--- src/sh2_pkg.sv ---
// Shared types, fixed-point constants and rounding helper for the SH degree-2 evaluator.
`default_nettype none
package sh2_pkg;

  localparam int unsigned NUM_TERMS = 9;
  localparam int unsigned BASIS_W   = 36;   // widest basis value in Q.30
  localparam int unsigned ACC_W     = 56;   // exact sum of nine 52-bit products
  localparam int unsigned PROD_W    = 52;   // 16 x 36 signed product

  // Normalization constants, Q.30, round to nearest
  localparam logic signed [31:0] KC0     =  32'sd302896976;
  localparam logic signed [31:0] KC1     =  32'sd524632952;
  localparam logic signed [31:0] NEG_KC1 = -32'sd524632952;
  localparam logic signed [31:0] KC2     =  32'sd1015947344;
  localparam logic signed [31:0] KC3     =  32'sd338649115;
  localparam logic signed [31:0] NEG_KC5 = -32'sd1173114945;
  localparam logic signed [31:0] KC6     =  32'sd586557472;

  localparam logic signed [63:0] SAT_MAX =  64'sd2147483647;
  localparam logic signed [63:0] SAT_MIN = -64'sd2147483648;

  typedef logic signed [15:0]        coeff_t;
  typedef logic signed [BASIS_W-1:0] basis_t;
  typedef logic signed [ACC_W-1:0]   acc_t;

  // One item in flight through the cell row
  typedef struct packed {
    logic                        valid;
    basis_t [NUM_TERMS-1:0]      basis;
    coeff_t [NUM_TERMS-1:0]      coeff;
    acc_t                        acc;
  } lane_t;

  // Arithmetic right shift, round to nearest, ties away from zero.
  // (v + half - neg) >>> s gives the ceiling form for negative values.
  function automatic logic signed [63:0] rnd_shift(input logic signed [63:0] v,
                                                   input int unsigned s);
    logic signed [63:0] half;
    logic signed [63:0] neg;
    half = 64'sd1 <<< (s - 1);
    neg  = v[63] ? 64'sd1 : 64'sd0;
    return (v + half - neg) >>> s;
  endfunction

endpackage
`default_nettype wire

--- src/sh2_mac_cell.sv ---
// One multiply-accumulate cell of the row: adds coeff[IDX] * basis[IDX] to the running sum.
`default_nettype none
module sh2_mac_cell #(
  parameter int unsigned IDX = 0
) (
  input  wire                  clk,
  input  wire                  rst_n,
  input  wire                  en,
  input  wire sh2_pkg::lane_t  lane_i,
  output sh2_pkg::lane_t       lane_o
);
  import sh2_pkg::*;

  logic                        valid_r;
  basis_t [NUM_TERMS-1:0]      basis_r;
  coeff_t [NUM_TERMS-1:0]      coeff_r;
  acc_t                        acc_r;
  logic signed [PROD_W-1:0]    prod;
  acc_t                        acc_nxt;

  always_comb begin
    prod    = PROD_W'($signed(lane_i.coeff[IDX])) * PROD_W'($signed(lane_i.basis[IDX]));
    acc_nxt = $signed(lane_i.acc) + ACC_W'(prod);
  end

  always_ff @(posedge clk) begin
    if (!rst_n) begin
      valid_r <= 1'b0;
    end else if (en) begin
      valid_r <= lane_i.valid;
    end
  end

  always_ff @(posedge clk) begin
    if (en) begin
      basis_r <= lane_i.basis;
      coeff_r <= lane_i.coeff;
      acc_r   <= acc_nxt;
    end
  end

  assign lane_o.valid = valid_r;
  assign lane_o.basis = basis_r;
  assign lane_o.coeff = coeff_r;
  assign lane_o.acc   = acc_r;

endmodule
`default_nettype wire

--- config.mk ---
export PLATFORM = sky130hd
export DESIGN_NAME = sh2_mac_cell
export DESIGN_NICKNAME = d
export VERILOG_FILES = /design/src/sh2_pkg.sv /design/src/sh2_mac_cell.sv
export SDC_FILE = /design/constraint.sdc
export NUM_CORES = 2
export LEC_CHECK = 0
export BUFFER_PORTS_ARGS = -buffer_cell sky130_fd_sc_hd__buf_2
export CAP_MARGIN = 20
export CORE_AREA = 4 4 411 413
export DETAILED_ROUTE_END_ITERATION = 10
export DIE_AREA = 0 0 415 417
export MAX_ROUTING_LAYER = met4
export PLACE_DENSITY = 0.38
export SYNTH_ARGS = -nofsm -noshare
export SYNTH_HDL_FRONTEND = slang
export SYNTH_SLANG_ARGS = --single-unit
--- constraint.sdc ---
create_clock -name clk -period 13.3 [get_ports clk]
set_clock_uncertainty 0.1 [all_clocks]
set_input_delay 2.66 -clock clk [delete_from_list [all_inputs] [get_ports clk]]
set_output_delay 2.66 -clock clk [all_outputs]
set_load 0.005 [all_outputs]
==> metrics <==
Final ANT Viol Nets=0; DIE WIDTH=415 µm; max-cap violations=0; status=finished clean; Placeable Area=165000 µm²; clock slew at reported path FFs=0.06 ns; htree depth=3; Tot GR Track Use=23.7%; fmax=0.104 GHz; CP Launch Type=input port; Worst path max stage delay=0.56 ns; CTS buffer count=73; Yosys reg bits=525; Reg2Reg Depth=2; wire per inst=31.8 µm; yosys warns=0; RR Endpoint=valid_r; dpl hpwl=172000 µm; dominant synthesized flop cell=edfxtp_1; critical path class=input port to flip-flop; final setup fails=0; Worst-Skew Late Latency=0.67 ns; worst reg-to-reg setup slack=12.59 ns; crit-path cells=buf_2 -> buf_4 -> and2_1 -> fa_1 -> inv_1 -> fa_1 -> fa_1 -> inv_1 -> fa_1 -> fa_1 -> inv_1 -> fa_1 -> inv_1 -> ha_1 -> a21oi_1 -> o21a_1 -> nor2_1 -> o21ai_0 -> nand3_1 -> a221oi_2 -> o21ai_1 -> o41ai_2 -> xnor2_1; CTS tree=built; final worst path period share=72.1%; Port Buf Inserts=1052; CP endpoint kind=flip-flop; count of cell types in the netlist=56; Post-Syn Area per Cell=12.5 µm²; hold_buf cts=0; GRT overflow=0; layout cells sized above 1=28.8%; via/cell ratio=4.21; unrepaired setup endpoints after global routing=no; synth top area cells=edfxtp_1 (42%), fa_1 (32%), inv_1 (7.1%); clock buffer depth=3; clock root cell=clkbuf_16; post-cts resize count=0; Crit path arrival time=9.91 ns; Tightest Hold Check Type=flip-flop to flip-flop; vias in the first global route=28279; worst-path maximum fanout=19; Post-synth EDFFs=524; cell family with most CP delay=adder cells; fin nets=5368; final wirelength=203000 µm; CP Data Required Time=13.62 ns; Slew @ Worst Pin=0.942 ns; largest net degree at the start of global routing=141; area post-placement=45700 µm²; first-pass GRT wire length=268000 µm; DRT Pass-1 Iters=5; die area=173000 µm²; synth cell count leaders=inv_1 (718), fa_1 (614), edfxtp_1 (524); via count=26808; count leader, synth=inv_1; crit path to=acc_r[49]; syn nets=4331; Row Count=149; CP max-delay cell=a221oi_2; I/O pins=1053; Buf+Inv Stages, Crit Path=6; CTS sink count=525; relative slew slack=37.2%; post-synth top area share=41.5%; sequential area share after synthesis=41.6%; cell taking the most area after synthesis=edfxtp_1; Fin Hold WS=0.424 ns; CP Launch Point=lane_i[60]; DRC=0; Crit path depth=23; Finished Cell Area=48200 µm²; placed cell count=6193; final cell count without fillers=6375; critical path's most frequent cell=fa_1; Final TNS setup=0 ns; FF-to-FF Start=valid_r; Placer Congestion=0.907; initial drt markers=2138; Syn Inst Count=3042; hold path cells=2; Final Max Slew Viols=0; initial antenna violation count=111; Starting Density=23.0%; fraction of registers with async set/reset=0%; Syn Std Cell Area=37900 µm²; setup bufs post-CTS=0; synthesis-to-finish area growth=27.2%; Final Hold Fails=0; Final min period=9.59 ns; die height=417 µm
## placed cells by master, fill, tap and decap left out, types with 6 or more instances in the layout
| master | Yosys | routed |
|---|---|---|
| buf_2 | 1 | 1051 |
| inv_1 | 718 | 718 |
| fa_1 | 614 | 614 |
| edfxtp_1 | 524 | 524 |
| nand2_1 | 383 | 383 |
| and2_1 | 194 | 194 |
| ha_1 | 147 | 147 |
| clkbuf_16 | 0 | 73 |
| nor2_1 | 59 | 59 |
| a21oi_1 | 56 | 56 |
| diode_2 | 0 | 50 |
| xnor2_1 | 41 | 41 |
| a21o_1 | 28 | 28 |
| o21ai_0 | 26 | 26 |
| nand3_1 | 19 | 19 |
| buf_4 | 1 | 19 |
| xor2_1 | 18 | 18 |
| clkbuf_1 | 109 | 16 |
| clkinv_2 | 0 | 14 |
| clkinv_1 | 1 | 12 |
| and3_1 | 10 | 10 |
| o21a_1 | 9 | 9 |
| nand4_1 | 8 | 8 |
| a31oi_1 | 7 | 7 |
| bufinv_16 | 0 | 7 |
| nor2b_1 | 6 | 6 |
## worst min-delay path by stage
| stage | startpoint | end |
|---|---|---|
| 2_1_floorplan | valid_r | valid_r |
| 3_3_place_gp | valid_r | valid_r |
| 3_5_place_dp | valid_r | valid_r |
| 4_1_cts | valid_r | valid_r |
| 5_1_grt | valid_r | valid_r |
| 6_report | valid_r | valid_r |
## sequential cells by signal (all words and copies together), names as in the netlist
signal,count
valid_r,1
lane_o,468
acc_r,56
## per-layer routing
layer / track usage (%) / up-vias / wire [µm] / part of all wire [%]
met5: - / - / 0 / 0
met3: 4.17 / 200 / 11000 / 5.4
met4: 5.47 / 0 / 5430 / 2.7
met1: 30.5 / 14189 / 87300 / 43
li1: - / 11497 / - / -
met2: 39.1 / 922 / 99100 / 49
## worst min-delay path: stages (launching register included)
cell and delay (ns):
dfxtp_1 0.32, mux2i_1 0.07, nor2b_1 0.10
## cell families after synthesis
family	count (synthesis)	share of synthesized area, %
simple gates	693	8.46
mux	1	0.0264
xor+xnor	59	1.36
flops	525	41.6
compound gates	172	3.05
buf+inv	831	8.25
fa+ha+maj	761	37.3
## stage by stage
stage | setup slack (ns) | utilization, %
final | 3.71 | 29.3
after detailed placement | 3.03 | 27.7
after floorplan | 4.39 | -
after global placement | 3.00 | 27.7
after global routing | 3.44 | 29.2
after CTS | 3.78 | 29.2
## layout make-up
class	count	area [µm²]
Antenna cell	50	125
Clock buffer	89	1890
Clock inverter	43	514
Fill cell	17394	117000
Inverter	719	2700
Multi-Input combinational cell	1686	19000
Sequential cell	525	15800
Tap cell	2189	2740
Timing Repair Buffer	1074	5490
Power is not shown: default switching activity piles up to over one toggle a cycle in this logic, so the estimate is an artifact.
